==> src/rtl/smrp_pkg.sv <==
// Shared types and constants for the SGR mouse report parser.
package smrp_pkg;

  localparam int unsigned CoordBitsDefault = 16;
  localparam int unsigned PosWidth         = 16;
  localparam int unsigned TimeoutWidth     = 16;
  localparam logic [TimeoutWidth-1:0] TimeoutReset = 16'd100;

  localparam logic       CmdByte   = 1'b0;
  localparam logic       CmdTick   = 1'b1;
  localparam logic       KindKey   = 1'b0;
  localparam logic       KindMouse = 1'b1;

  localparam logic [7:0] ChEsc     = 8'h1b;
  localparam logic [7:0] ChLBrack  = 8'h5b;
  localparam logic [7:0] ChLt      = 8'h3c;
  localparam logic [7:0] ChSemi    = 8'h3b;
  localparam logic [7:0] ChPress   = 8'h4d;
  localparam logic [7:0] ChRelease = 8'h6d;
  localparam logic [7:0] ChZero    = 8'h30;
  localparam logic [7:0] ChNine    = 8'h39;

  // Byte class decided in the front end.
  typedef enum logic [3:0] {
    CLS_TICK,
    CLS_ESC,
    CLS_LBRACK,
    CLS_LT,
    CLS_SEMI,
    CLS_DIGIT,
    CLS_PRESS,
    CLS_RELEASE,
    CLS_OTHER
  } cls_e;

  typedef struct packed {
    cls_e       cls;
    logic [7:0] byte_value;
    logic [3:0] digit;
  } token_t;

endpackage

==> src/rtl/smrp_in_if.sv <==
// Request channel: received byte or idle tick.
interface smrp_in_if;
  logic       valid;
  logic       ready;
  logic       command;
  logic [7:0] byte_value;

  modport source (output valid, output command, output byte_value, input ready);
  modport sink   (input valid, input command, input byte_value, output ready);
endinterface

==> src/rtl/smrp_out_if.sv <==
// Event channel: keyboard or mouse event.
interface smrp_out_if;
  logic        valid;
  logic        ready;
  logic        event_kind;
  logic [7:0]  key_code;
  logic [1:0]  button;
  logic [15:0] pos_x;
  logic [15:0] pos_y;
  logic        pressed;

  modport source (output valid, output event_kind, output key_code, output button,
                  output pos_x, output pos_y, output pressed, input ready);
  modport sink   (input valid, input event_kind, input key_code, input button,
                  input pos_x, input pos_y, input pressed, output ready);
endinterface

==> src/rtl/smrp_front.sv <==
// Front end: classify each request and hold it in a two-entry token queue.
module smrp_front
  import smrp_pkg::*;
(
  input  logic         clk_i,
  input  logic         rst_ni,
  smrp_in_if.sink      req_i,
  output logic         tok_valid_o,
  output token_t       tok_o,
  input  logic         tok_pop_i
);

  token_t     mem_q [2];
  logic       wr_ptr_q, rd_ptr_q;
  logic [1:0] count_q;
  token_t     tok_new;
  logic       push, pop;

  always_comb begin
    tok_new.byte_value = req_i.byte_value;
    tok_new.digit      = 4'(req_i.byte_value - ChZero);
    if (req_i.command == CmdTick) begin
      tok_new.cls = CLS_TICK;
    end else if (req_i.byte_value == ChEsc) begin
      tok_new.cls = CLS_ESC;
    end else if (req_i.byte_value == ChLBrack) begin
      tok_new.cls = CLS_LBRACK;
    end else if (req_i.byte_value == ChLt) begin
      tok_new.cls = CLS_LT;
    end else if (req_i.byte_value == ChSemi) begin
      tok_new.cls = CLS_SEMI;
    end else if (req_i.byte_value inside {[ChZero:ChNine]}) begin
      tok_new.cls = CLS_DIGIT;
    end else if (req_i.byte_value == ChPress) begin
      tok_new.cls = CLS_PRESS;
    end else if (req_i.byte_value == ChRelease) begin
      tok_new.cls = CLS_RELEASE;
    end else begin
      tok_new.cls = CLS_OTHER;
    end
  end

  assign req_i.ready = (count_q != 2'd2);
  assign push        = req_i.valid && req_i.ready;
  assign tok_valid_o = (count_q != 2'd0);
  assign pop         = tok_pop_i && tok_valid_o;
  assign tok_o       = mem_q[rd_ptr_q];

  always_ff @(posedge clk_i) begin
    if (push) begin
      mem_q[wr_ptr_q] <= tok_new;
    end
  end

  always_ff @(posedge clk_i or negedge rst_ni) begin
    if (!rst_ni) begin
      wr_ptr_q <= 1'b0;
      rd_ptr_q <= 1'b0;
      count_q  <= 2'd0;
    end else begin
      if (push) wr_ptr_q <= ~wr_ptr_q;
      if (pop)  rd_ptr_q <= ~rd_ptr_q;
      case ({push, pop})
        2'b10:   count_q <= count_q + 2'd1;
        2'b01:   count_q <= count_q - 2'd1;
        default: count_q <= count_q;
      endcase
    end
  end

endmodule

==> src/rtl/smrp_back.sv <==
// Back end: report parser state machine with the event output register.
module smrp_back
  import smrp_pkg::*;
#(
  parameter int unsigned COORD_BITS = CoordBitsDefault
) (
  input  logic                    clk_i,
  input  logic                    rst_ni,
  input  logic                    tok_valid_i,
  input  token_t                  tok_i,
  output logic                    tok_pop_o,
  input  logic [TimeoutWidth-1:0] timeout_ticks_i,
  smrp_out_if.source              evt_o
);

  typedef enum logic [2:0] {
    ST_IDLE,
    ST_ESC,
    ST_BRACKET,
    ST_BUTTON,
    ST_COLUMN,
    ST_ROW
  } state_e;

  localparam int unsigned AccW = COORD_BITS + 4;
  localparam logic [AccW-1:0] CoordMax = {4'b0, {COORD_BITS{1'b1}}};

  state_e                  state_q;
  logic [1:0]              button_q;
  logic [COORD_BITS-1:0]   col_q, row_q;
  logic [TimeoutWidth-1:0] wait_q, wait_inc;
  logic                    out_valid_q;
  logic                    out_kind_q, out_pressed_q;
  logic [7:0]              out_key_q;
  logic [1:0]              out_button_q;
  logic [15:0]             out_x_q, out_y_q;

  logic [AccW-1:0]         acc_ext, acc_mul;
  logic [COORD_BITS-1:0]   acc_sat;
  logic [COORD_BITS+15:0]  col_wide, row_wide;

  assign tok_pop_o = tok_valid_i && (!out_valid_q || evt_o.ready);

  // Digit step for whichever coordinate is being read; saturate at the max.
  always_comb begin
    acc_ext = {4'b0, (state_q == ST_COLUMN) ? col_q : row_q};
    acc_mul = (acc_ext << 3) + (acc_ext << 1) + AccW'(tok_i.digit);
    acc_sat = (acc_mul > CoordMax) ? CoordMax[COORD_BITS-1:0] : acc_mul[COORD_BITS-1:0];
  end

  assign wait_inc = (wait_q == '1) ? wait_q : wait_q + 1'b1;
  assign col_wide = {16'b0, col_q};
  assign row_wide = {16'b0, row_q};

  assign evt_o.valid      = out_valid_q;
  assign evt_o.event_kind = out_kind_q;
  assign evt_o.key_code   = out_key_q;
  assign evt_o.button     = out_button_q;
  assign evt_o.pos_x      = out_x_q;
  assign evt_o.pos_y      = out_y_q;
  assign evt_o.pressed    = out_pressed_q;

  always_ff @(posedge clk_i or negedge rst_ni) begin
    if (!rst_ni) begin
      state_q       <= ST_IDLE;
      button_q      <= '0;
      col_q         <= '0;
      row_q         <= '0;
      wait_q        <= '0;
      out_valid_q   <= 1'b0;
      out_kind_q    <= KindKey;
      out_key_q     <= '0;
      out_button_q  <= '0;
      out_x_q       <= '0;
      out_y_q       <= '0;
      out_pressed_q <= 1'b0;
    end else begin
      if (evt_o.ready) out_valid_q <= 1'b0;
      if (tok_pop_o) begin
        if (tok_i.cls == CLS_TICK) begin
          if (state_q != ST_IDLE) begin
            if (wait_inc >= timeout_ticks_i) begin
              state_q  <= ST_IDLE;
              button_q <= '0;
              col_q    <= '0;
              row_q    <= '0;
              wait_q   <= '0;
            end else begin
              wait_q <= wait_inc;
            end
          end
        end else begin
          wait_q <= '0;
          // Drop the report by default; each phase overrides on a good byte.
          state_q  <= ST_IDLE;
          button_q <= '0;
          col_q    <= '0;
          row_q    <= '0;
          case (state_q)
            ST_IDLE: begin
              if (tok_i.cls == CLS_ESC) begin
                state_q <= ST_ESC;
              end else begin
                out_valid_q   <= 1'b1;
                out_kind_q    <= KindKey;
                out_key_q     <= tok_i.byte_value;
                out_button_q  <= '0;
                out_x_q       <= '0;
                out_y_q       <= '0;
                out_pressed_q <= 1'b0;
              end
            end
            ST_ESC: begin
              if (tok_i.cls == CLS_LBRACK) state_q <= ST_BRACKET;
            end
            ST_BRACKET: begin
              if (tok_i.cls == CLS_LT) state_q <= ST_BUTTON;
            end
            ST_BUTTON: begin
              if (tok_i.cls == CLS_SEMI) begin
                state_q  <= ST_COLUMN;
                button_q <= button_q;
              end else if (tok_i.cls == CLS_DIGIT) begin
                state_q  <= ST_BUTTON;
                button_q <= {button_q[0], 1'b0} + tok_i.digit[1:0];
              end
            end
            ST_COLUMN: begin
              if (tok_i.cls inside {CLS_SEMI, CLS_DIGIT}) begin
                button_q <= button_q;
                col_q    <= (tok_i.cls == CLS_DIGIT) ? acc_sat : col_q;
                state_q  <= (tok_i.cls == CLS_SEMI) ? ST_ROW : ST_COLUMN;
              end
            end
            ST_ROW: begin
              if (tok_i.cls inside {CLS_PRESS, CLS_RELEASE}) begin
                out_valid_q   <= 1'b1;
                out_kind_q    <= KindMouse;
                out_key_q     <= '0;
                out_button_q  <= button_q;
                out_x_q       <= col_wide[15:0];
                out_y_q       <= row_wide[15:0];
                out_pressed_q <= (tok_i.cls == CLS_PRESS);
              end else if (tok_i.cls == CLS_DIGIT) begin
                state_q  <= ST_ROW;
                button_q <= button_q;
                col_q    <= col_q;
                row_q    <= acc_sat;
              end
            end
            default: state_q <= ST_IDLE;
          endcase
        end
      end
    end
  end

endmodule

==> src/rtl/sgr_mouse_report_parser.sv <==
// Top level of the SGR mouse report parser.
//
//   channel  dir  handshake           payload
//   req_i    in   valid/ready         command, byte_value
//   evt_o    out  valid/ready         event_kind, key_code, button, pos_x, pos_y, pressed
//   cfg      in   cfg_we_i            cfg_wdata_i -> timeout_ticks
//
// One request per cycle is taken while the token queue has room; an accepted request
// is queued as a token, then parsed into the event output register when popped.
// The parser holds while an event waits to be taken; the two-entry token queue
// keeps taking requests until it fills, then ready drops.
// Reset clears the parser to idle and sets timeout_ticks to 100.
module sgr_mouse_report_parser
  import smrp_pkg::*;
#(
  parameter int unsigned COORD_BITS = CoordBitsDefault
) (
  input  logic                    clk_i,
  input  logic                    rst_ni,
  smrp_in_if.sink                 req_i,
  smrp_out_if.source              evt_o,
  input  logic                    cfg_we_i,
  input  logic [TimeoutWidth-1:0] cfg_wdata_i
);

  logic [TimeoutWidth-1:0] timeout_q;
  logic                    tok_valid, tok_pop;
  token_t                  tok;

  always_ff @(posedge clk_i or negedge rst_ni) begin
    if (!rst_ni) begin
      timeout_q <= TimeoutReset;
    end else if (cfg_we_i) begin
      timeout_q <= cfg_wdata_i;
    end
  end

  smrp_front u_front (
    .clk_i       (clk_i),
    .rst_ni      (rst_ni),
    .req_i       (req_i),
    .tok_valid_o (tok_valid),
    .tok_o       (tok),
    .tok_pop_i   (tok_pop)
  );

  smrp_back #(
    .COORD_BITS (COORD_BITS)
  ) u_back (
    .clk_i           (clk_i),
    .rst_ni          (rst_ni),
    .tok_valid_i     (tok_valid),
    .tok_i           (tok),
    .tok_pop_o       (tok_pop),
    .timeout_ticks_i (timeout_q),
    .evt_o           (evt_o)
  );

endmodule

==> src/flat_wrapper.sv <==
// flat-port wrapper written by rule: the top's interface ports become plain ports
module sgr_mouse_report_parser_flat import smrp_pkg::*;
#(
  parameter int unsigned COORD_BITS = CoordBitsDefault
)
  (clk_i, rst_ni, cfg_we_i, cfg_wdata_i, req_i_valid, req_i_command, req_i_byte_value, req_i_ready, evt_o_valid, evt_o_event_kind, evt_o_key_code, evt_o_button, evt_o_pos_x, evt_o_pos_y, evt_o_pressed, evt_o_ready);
  smrp_in_if req_i_i ();
  smrp_out_if evt_o_i ();
  input  logic clk_i;
  input  logic rst_ni;
  input  logic cfg_we_i;
  input  logic [TimeoutWidth-1:0] cfg_wdata_i;
  input wire logic [$bits(req_i_i.valid)-1:0] req_i_valid;
  input wire logic [$bits(req_i_i.command)-1:0] req_i_command;
  input wire logic [$bits(req_i_i.byte_value)-1:0] req_i_byte_value;
  output wire logic [$bits(req_i_i.ready)-1:0] req_i_ready;
  output wire logic [$bits(evt_o_i.valid)-1:0] evt_o_valid;
  output wire logic [$bits(evt_o_i.event_kind)-1:0] evt_o_event_kind;
  output wire logic [$bits(evt_o_i.key_code)-1:0] evt_o_key_code;
  output wire logic [$bits(evt_o_i.button)-1:0] evt_o_button;
  output wire logic [$bits(evt_o_i.pos_x)-1:0] evt_o_pos_x;
  output wire logic [$bits(evt_o_i.pos_y)-1:0] evt_o_pos_y;
  output wire logic [$bits(evt_o_i.pressed)-1:0] evt_o_pressed;
  input wire logic [$bits(evt_o_i.ready)-1:0] evt_o_ready;
  assign req_i_i.valid = req_i_valid;
  assign req_i_i.command = req_i_command;
  assign req_i_i.byte_value = req_i_byte_value;
  assign req_i_ready = req_i_i.ready;
  assign evt_o_valid = evt_o_i.valid;
  assign evt_o_event_kind = evt_o_i.event_kind;
  assign evt_o_key_code = evt_o_i.key_code;
  assign evt_o_button = evt_o_i.button;
  assign evt_o_pos_x = evt_o_i.pos_x;
  assign evt_o_pos_y = evt_o_i.pos_y;
  assign evt_o_pressed = evt_o_i.pressed;
  assign evt_o_i.ready = evt_o_ready;
  sgr_mouse_report_parser #(.COORD_BITS(COORD_BITS)) u_core (.clk_i(clk_i), .rst_ni(rst_ni), .req_i(req_i_i), .evt_o(evt_o_i), .cfg_we_i(cfg_we_i), .cfg_wdata_i(cfg_wdata_i));
endmodule
==> config.mk <==
export PLATFORM = sky130hd
export DESIGN_NAME = sgr_mouse_report_parser_flat
export DESIGN_NICKNAME = d
export VERILOG_FILES = /design/src/rtl/smrp_pkg.sv /design/src/rtl/smrp_in_if.sv /design/src/rtl/smrp_out_if.sv /design/src/rtl/smrp_front.sv /design/src/rtl/smrp_back.sv /design/src/rtl/sgr_mouse_report_parser.sv /design/src/flat_wrapper.sv
export SDC_FILE = /design/constraint.sdc
export NUM_CORES = 1
export LEC_CHECK = 0
export BUFFER_PORTS_ARGS = -buffer_cell sky130_fd_sc_hd__buf_2
export CAP_MARGIN = 5
export CORE_AREA = 2 2 136 138
export CTS_CLUSTER_SIZE = 25
export DETAILED_ROUTE_END_ITERATION = 8
export DIE_AREA = 0 0 138 140
export MAX_ROUTING_LAYER = met4
export PLACE_DENSITY_LB_ADDON = 0.25
export REMOVE_ABC_BUFFERS = 1
export SLEW_MARGIN = 20
export SYNTH_ARGS = -nofsm -noshare
export SYNTH_HDL_FRONTEND = slang
export SYNTH_SLANG_ARGS = --single-unit
==> constraint.sdc <==
create_clock -name clk_i -period 7.6 [get_ports clk_i]
set_input_delay 1.52 -clock clk_i [delete_from_list [all_inputs] [get_ports clk_i]]
set_output_delay 1.52 -clock clk_i [all_outputs]
set_load 0.01 [all_outputs]
Yosys cells after proc, flatten, opt, wreduce, memory -nomap -nowiden
Memory sizes are Yosys's and may differ from the RTL's.
Cells that the tools add are included.
Word-level totals
  register bits after elaboration: 118
  bits in writable memories: 32
  input port bits: 30
  word-level logic and storage cells: 153
  memories kept: 1
Memories
  u_core.u_front.mem_q: depth 2, width 16, rd ports 1, clocked after memory_dff 0, write ports 1, line smrp_front.sv:13  | token_t mem_q [2];
Operators by class
  $add $sub $neg: 7
  $lt $le $gt $ge: 4
  equal/unequal tests: 30
  muxes and demuxes: 73
  bitwise operators: 3
  reduce and logical (&&, ||, !) cells: 19
Operators with widths (count)
  $mux 16: 20
  $pmux 16 s2: 3
  $mux 4: 8
  $mux 2: 13
  $eq 8x7->1 const B: 3
  $mux 3: 7
  $add 19x17->20: 1
  $add 20x4->20: 1
  $gt 20x16->1 const B: 1
  $pmux 3 s6: 1
  $add 16x1->16 const B: 1
  $eq 16x16->1 const B: 1
  $eq 4x3->1 const B: 4
  $eq 8x6->1 const B: 2
  $ge 16x16->1: 1
  $mux 8: 2
  $pmux 8 s2: 1
  $mux 1: 12
  $reduce_and 5->1: 2
  $reduce_bool 2->1: 5
  $eq 4x2->1 const B: 2
  $eq 8x5->1 const B: 1
  $ge 8x6->1 const B: 1
  $le 8x6->1 const B: 1
  27 further kinds: 42

Logic depth before layout (Yosys ltp)
  word-level depth: 10
  depth in mapped cells: 18
  depth with buffers taken out: 15

Hierarchy
Synthesis repeated with hierarchy kept, for this count alone.
Unflattened totals
  cell total of the unflattened synthesis: 799
  area, all modules: 8049.0 µm²
By module, submodules not included
  smrp_back: instances 1, cells each 684, area each 6150.9 µm²
  smrp_front: instances 1, cells each 81, area each 1244.9 µm²
  sgr_mouse_report_parser: instances 1, cells each 34, area each 653.1 µm²

Least setup slack after synthesis
No wires, ideal clock.
  path kind: reg-to-reg
  start point: register u_core.u_back.state_q[2]
  end point: register u_core.u_back.col_q[15]
  arrival: 4164 ps
  data required time: 7534 ps
  setup slack: 3370 ps
  stages on the path, launching flop included: 16
  path buffers: 3
  clock period less this slack: 4230 ps
  cells stage by stage: dfrtp_1 -> nand2b_1 -> buf_6 -> nor2_4 -> buf_1 -> mux2_2 -> fa_1 -> ha_1 -> a211oi_1 -> nor4_1 -> or2_1 -> a2111oi_0 -> a221oi_4 -> buf_6 -> nand3_2 -> a22o_1
On the way
  cells in the longest elaborated chain, start to end: 10
Ends and longest elaborated chain
  start, declared: line smrp_back.sv:28  | state_e state_q;
  start signal, assigned: line smrp_back.sv:132  | state_q <= (tok_i.cls == CLS_SEMI) ? ST_ROW : ST_COLUMN;
  $eq 3x3->1: line smrp_back.sv:46, smrp_back.sv:99
  $mux 16: line smrp_back.sv:46  | acc_ext = {4'b0, (state_q == ST_COLUMN) ? col_q : row_q};
  $add 19x17->20: line smrp_back.sv:47  | acc_mul = (acc_ext << 3) + (acc_ext << 1) + AccW'(tok_i.digit);
  $add 20x4->20: line smrp_back.sv:47
  $gt 20x16->1: line smrp_back.sv:48  | acc_sat = (acc_mul > CoordMax) ? CoordMax[COORD_BITS-1:0] : acc_mul[COORD_BITS-1:0];
  $mux 16: line smrp_back.sv:48
  $mux 16: line smrp_back.sv:131  | col_q <= (tok_i.cls == CLS_DIGIT) ? acc_sat : col_q;
  $mux 16: line smrp_back.sv:129  | if (tok_i.cls inside {CLS_SEMI, CLS_DIGIT}) begin
  $pmux 16 s2: line smrp_back.sv:99  | case (state_q)
  $mux 16: line smrp_back.sv:80  | if (tok_i.cls == CLS_TICK) begin
  end signal, assigned: line smrp_back.sv:131
  end signal, assigned: line smrp_back.sv:147  | col_q <= col_q;
  end, declared: line smrp_back.sv:30  | logic [COORD_BITS-1:0] col_q, row_q;
Parallel ways exist; a longest one is shown, timed or not. The select of a mux whose other input is x is not followed.
A chain may end at the register's enable or synchronous reset.

Final worst setup path
  start point: register u_core.u_back.state_q[1]
  end point: register u_core.u_back.col_q[1]
Same word-level chain as after synthesis.

==> results.toml <==
[detailed_routing]
routed_wl_um = 18200
dr.pass1.iters = 6
postRouteAntennaNets = 0
drt-initial-drc-count = 382
drc = 0
post_drt_wl_per_cell_um = 16.6
vias_per_cell = 5.49
num_vias = 5996

[clocking]
clk_latency_ns = 0.43
cts_max_level = 4
cts_buffer_depth = 2
cts-root-buf = "clkbuf_16"
cts.sink_count = 142
cts.reportedPaths.clkPinSlew_ns = 0.06
cts_tree = "yes"
ctsHoldBuffers = 0
postCtsSetupBuffers = 0
cts_resized = 0
numCtsBuffers = 17

[timing]
fin_skew_ns = 0.00785
fin_crit_ns = 5.10
worstMarginPinSlew_ns = 1.11
fin_setup_tns_ns = 0
setup_viol = 0
slew_violations = 0
fmax_ghz = 0.196
max-slew-margin-rel_pct = 26.0
whs_ns = 0.459
rsz0062_at_grt = "no"
fin_crit_sh_pct = 67.1
hold_violations = 0

[setup_path]
critPathArrivalTime_ns = 5.42
critPathCaptureType = "flip-flop"
crit_type = "flip-flop to flip-flop"
crit_fanout = 16
cp_slowest_stage_delay_ns = 0.90
crit_chain = "nand2b_1, nor2_4, mux2_2, fa_1, ha_1, a211oi_1, nor4_1, or2_1, a21o_1, a221oi_4, nand3b_1, a22o_1"
worstPathRequired_ns = 7.92
critPathLaunchType = "flip-flop"
cpMaxStageDelayCell = "a221oi_4"

[synth]
yosys_warnings = 0
synth.area.top_cells = "dfrtp_1 37%, edfxtp_1 9.1%, ha_1 7.8%"
synth_area_sq_um = 7880
synth_edf_count = 24
synth_area_per_cell_sq_um = 9.99
synth_cells = 789
synth_cell_types = 65
synth_top_flop_cell = "dfrtp_1"
synth_top_area_share_pct = 36.5
ys_ff_latch = 142
yosysTopAreaCell = "dfrtp_1"
yosysMostFrequentCell = "nand2_1"
synth_common_cells = "140 x nand2_1, 115 x dfrtp_1, 49 x ha_1"
yosysSeqAreaShare_pct = 46.7
async_flop_share_pct = 83.1

[global_route]
grt_use_met3_pct = 3.76
use_met2_pct = 32.1
grt_max_degree = 74
grt_use_total_pct = 20.5
top_usage_layer = "met2"
antenna_found_initial = 0
grt_pass1_vias = 6098
grt_util_met1_pct = 27.2
overflow = 0
grt_first_pass_wirelength_um = 31200

[power_and_ir_drop]
comb_power_share_pct = 29.1
pwr-share-seq_pct = 37.1
swShare_pct = 36.2
pwr-share-clk_pct = 33.8
intPower_w = 0.00163
max-vdd-ir-drop_mv = 0.187
power_density_nw_per_um2 = 282
p_sw_w = 0.000923
p_leak_nw = 4.57

[floorplanning]
coreArea_sq_um = 17800
rows = 49
start_util_pct = 44.3
die_area_sq_um = 19300
die_w_um = 138
fp.dieH_um = 140
io-pin-count = 76

[final_layout]
drive_gt1_share_pct = 18.3
antenna_cells = 0
layout.nets = 932
area_growth_pct = 14.7

[placed_design]
place_hpwl_um = 12500
portBuffers = 75
gp_congestion = 0.898

[hold_path]
hp-class = "flip-flop to flip-flop"

[flow_run]
cap_violations = 0

[status]
status = "finished, final reports clean"
-- metrics by stage --
step           std cells  worst slack [ns]  util (%)  instance area [sq um]  total power [W]
6_report            1093              2.50      50.8                   9040          0.00255
5_1_grt             1093              2.20      50.8                   9040          0.00271
4_1_cts             1093              2.53      50.8                   9030          0.00257
3_5_place_dp        1061              2.56      47.4                   8430          0.00170
3_3_place_gp        1061              2.60      47.4                   8430          0.00170
2_1_floorplan        752              3.30         -                   7710          0.00143
-- cell usage in the layout, fill, tap and decap left out, types with 6 or more instances in the layout --
cell type and n:
a211oi_1 9, a21o_1 13, a21oi_1 25, a22o_1 33, and2_1 6, and3_1 6
buf_2 74, buf_4 6, clkbuf_16 17, dfrtp_1 115, edfxtp_1 24, ha_1 49
inv_1 28, mux2_2 23, mux2i_1 10, nand2_1 139, nand2b_1 7, nand3_1 48
nand3_2 10, nand4_1 6, nor2_1 32, nor3_1 14, nor4_1 6, o21ai_0 27
o21ai_1 12, o2bb2ai_1 6, o31ai_1 9, xnor2_1 18, xor2_1 12
-- layout make-up --
| type | count | area (sq um) |
|---|---|---|
| flip-flops and latches | 142 | 3680 |
| clock inverters | 13 | 163 |
| inverters | 28 | 105 |
| multi-input cells | 582 | 3950 |
| repair buffers | 80 | 415 |
| clock buffers | 19 | 443 |
| fillers | 1702 | 8740 |
| well taps | 229 | 287 |
-- power groups by stage --
stage / combinational, W / clock [W] / sequential (W)
floorplan: 0.000476 / 0 / 0.000954
finish: 0.000743 / 0.000861 / 0.000944
detailed placement: 0.000744 / 0 / 0.000958
global placement: 0.000738 / 0 / 0.000957
global route: 0.000839 / 0.000911 / 0.000958
CTS: 0.000746 / 0.000877 / 0.000945
-- critical path: cells and delay by family, from the launching register on --
kind	cells	cell delay, ns
adders and majority gates	2	0.88
DFF	1	0.53
and+or+nand+nor	5	1.48
muxes	1	0.43
AOI/OAI and AO/OA	4	1.66
-- kinds of logic after synthesis --
group | after synthesis | synth area share (%)
AND/OR/NAND/NOR | 302 | 18.4
AO/OA/AOI/OAI | 164 | 15.0
flip-flops | 142 | 46.7
buffers and inverters | 65 | 3.48
adder cells (fa/ha/maj) | 51 | 8.29
multiplexers | 35 | 4.89
XOR/XNOR | 30 | 3.33
-- path summary, 6_finish.rpt --
check	start	to	slack (ns)	depth (start not counted)
max	u_core.u_back.state_q[1]	u_core.u_back.col_q[1]	2.50	12
min	u_core.u_back.evt_o.pos_y[12]	u_core.u_back.evt_o.pos_y[12]	0.46	2
max reg2reg	u_core.u_back.state_q[1]	u_core.u_back.col_q[1]	2.50	12
min reg2reg	u_core.u_back.evt_o.pos_y[12]	u_core.u_back.evt_o.pos_y[12]	0.46	2
max in group asynchronous	rst_ni	u_core.u_back.row_q[4]	5.14	2
min in group asynchronous	rst_ni	u_core.timeout_q[0]	1.11	1
-- state kept, by name (all words and copies together), names as in the netlist --
register,flops
u_core.u_front.wr_ptr_q,1
u_core.u_back.state_q,3
u_core.u_back.evt_o.button,2
u_core.timeout_q,16
u_core.u_back.evt_o.key_code,8
u_core.u_back.wait_q,16
u_core.u_back.evt_o.pos_y,16
u_core.u_front.rd_ptr_q,1
u_core.u_front.mem_q,24
u_core.u_back.col_q,16
u_core.u_back.button_q,2
u_core.u_back.evt_o.valid,1
u_core.u_back.evt_o.event_kind,1
u_core.u_back.row_q,16
u_core.u_back.evt_o.pressed,1
u_core.u_back.evt_o.pos_x,16
u_core.u_front.count_q,2
-- metal layers --
layer,share of wire [%],vias up
met1,48,2897
met5,0,-
met2,47,102
li1,-,2971
met4,1.6,0
met3,3.4,26
(Power assumes the default switching activity.)
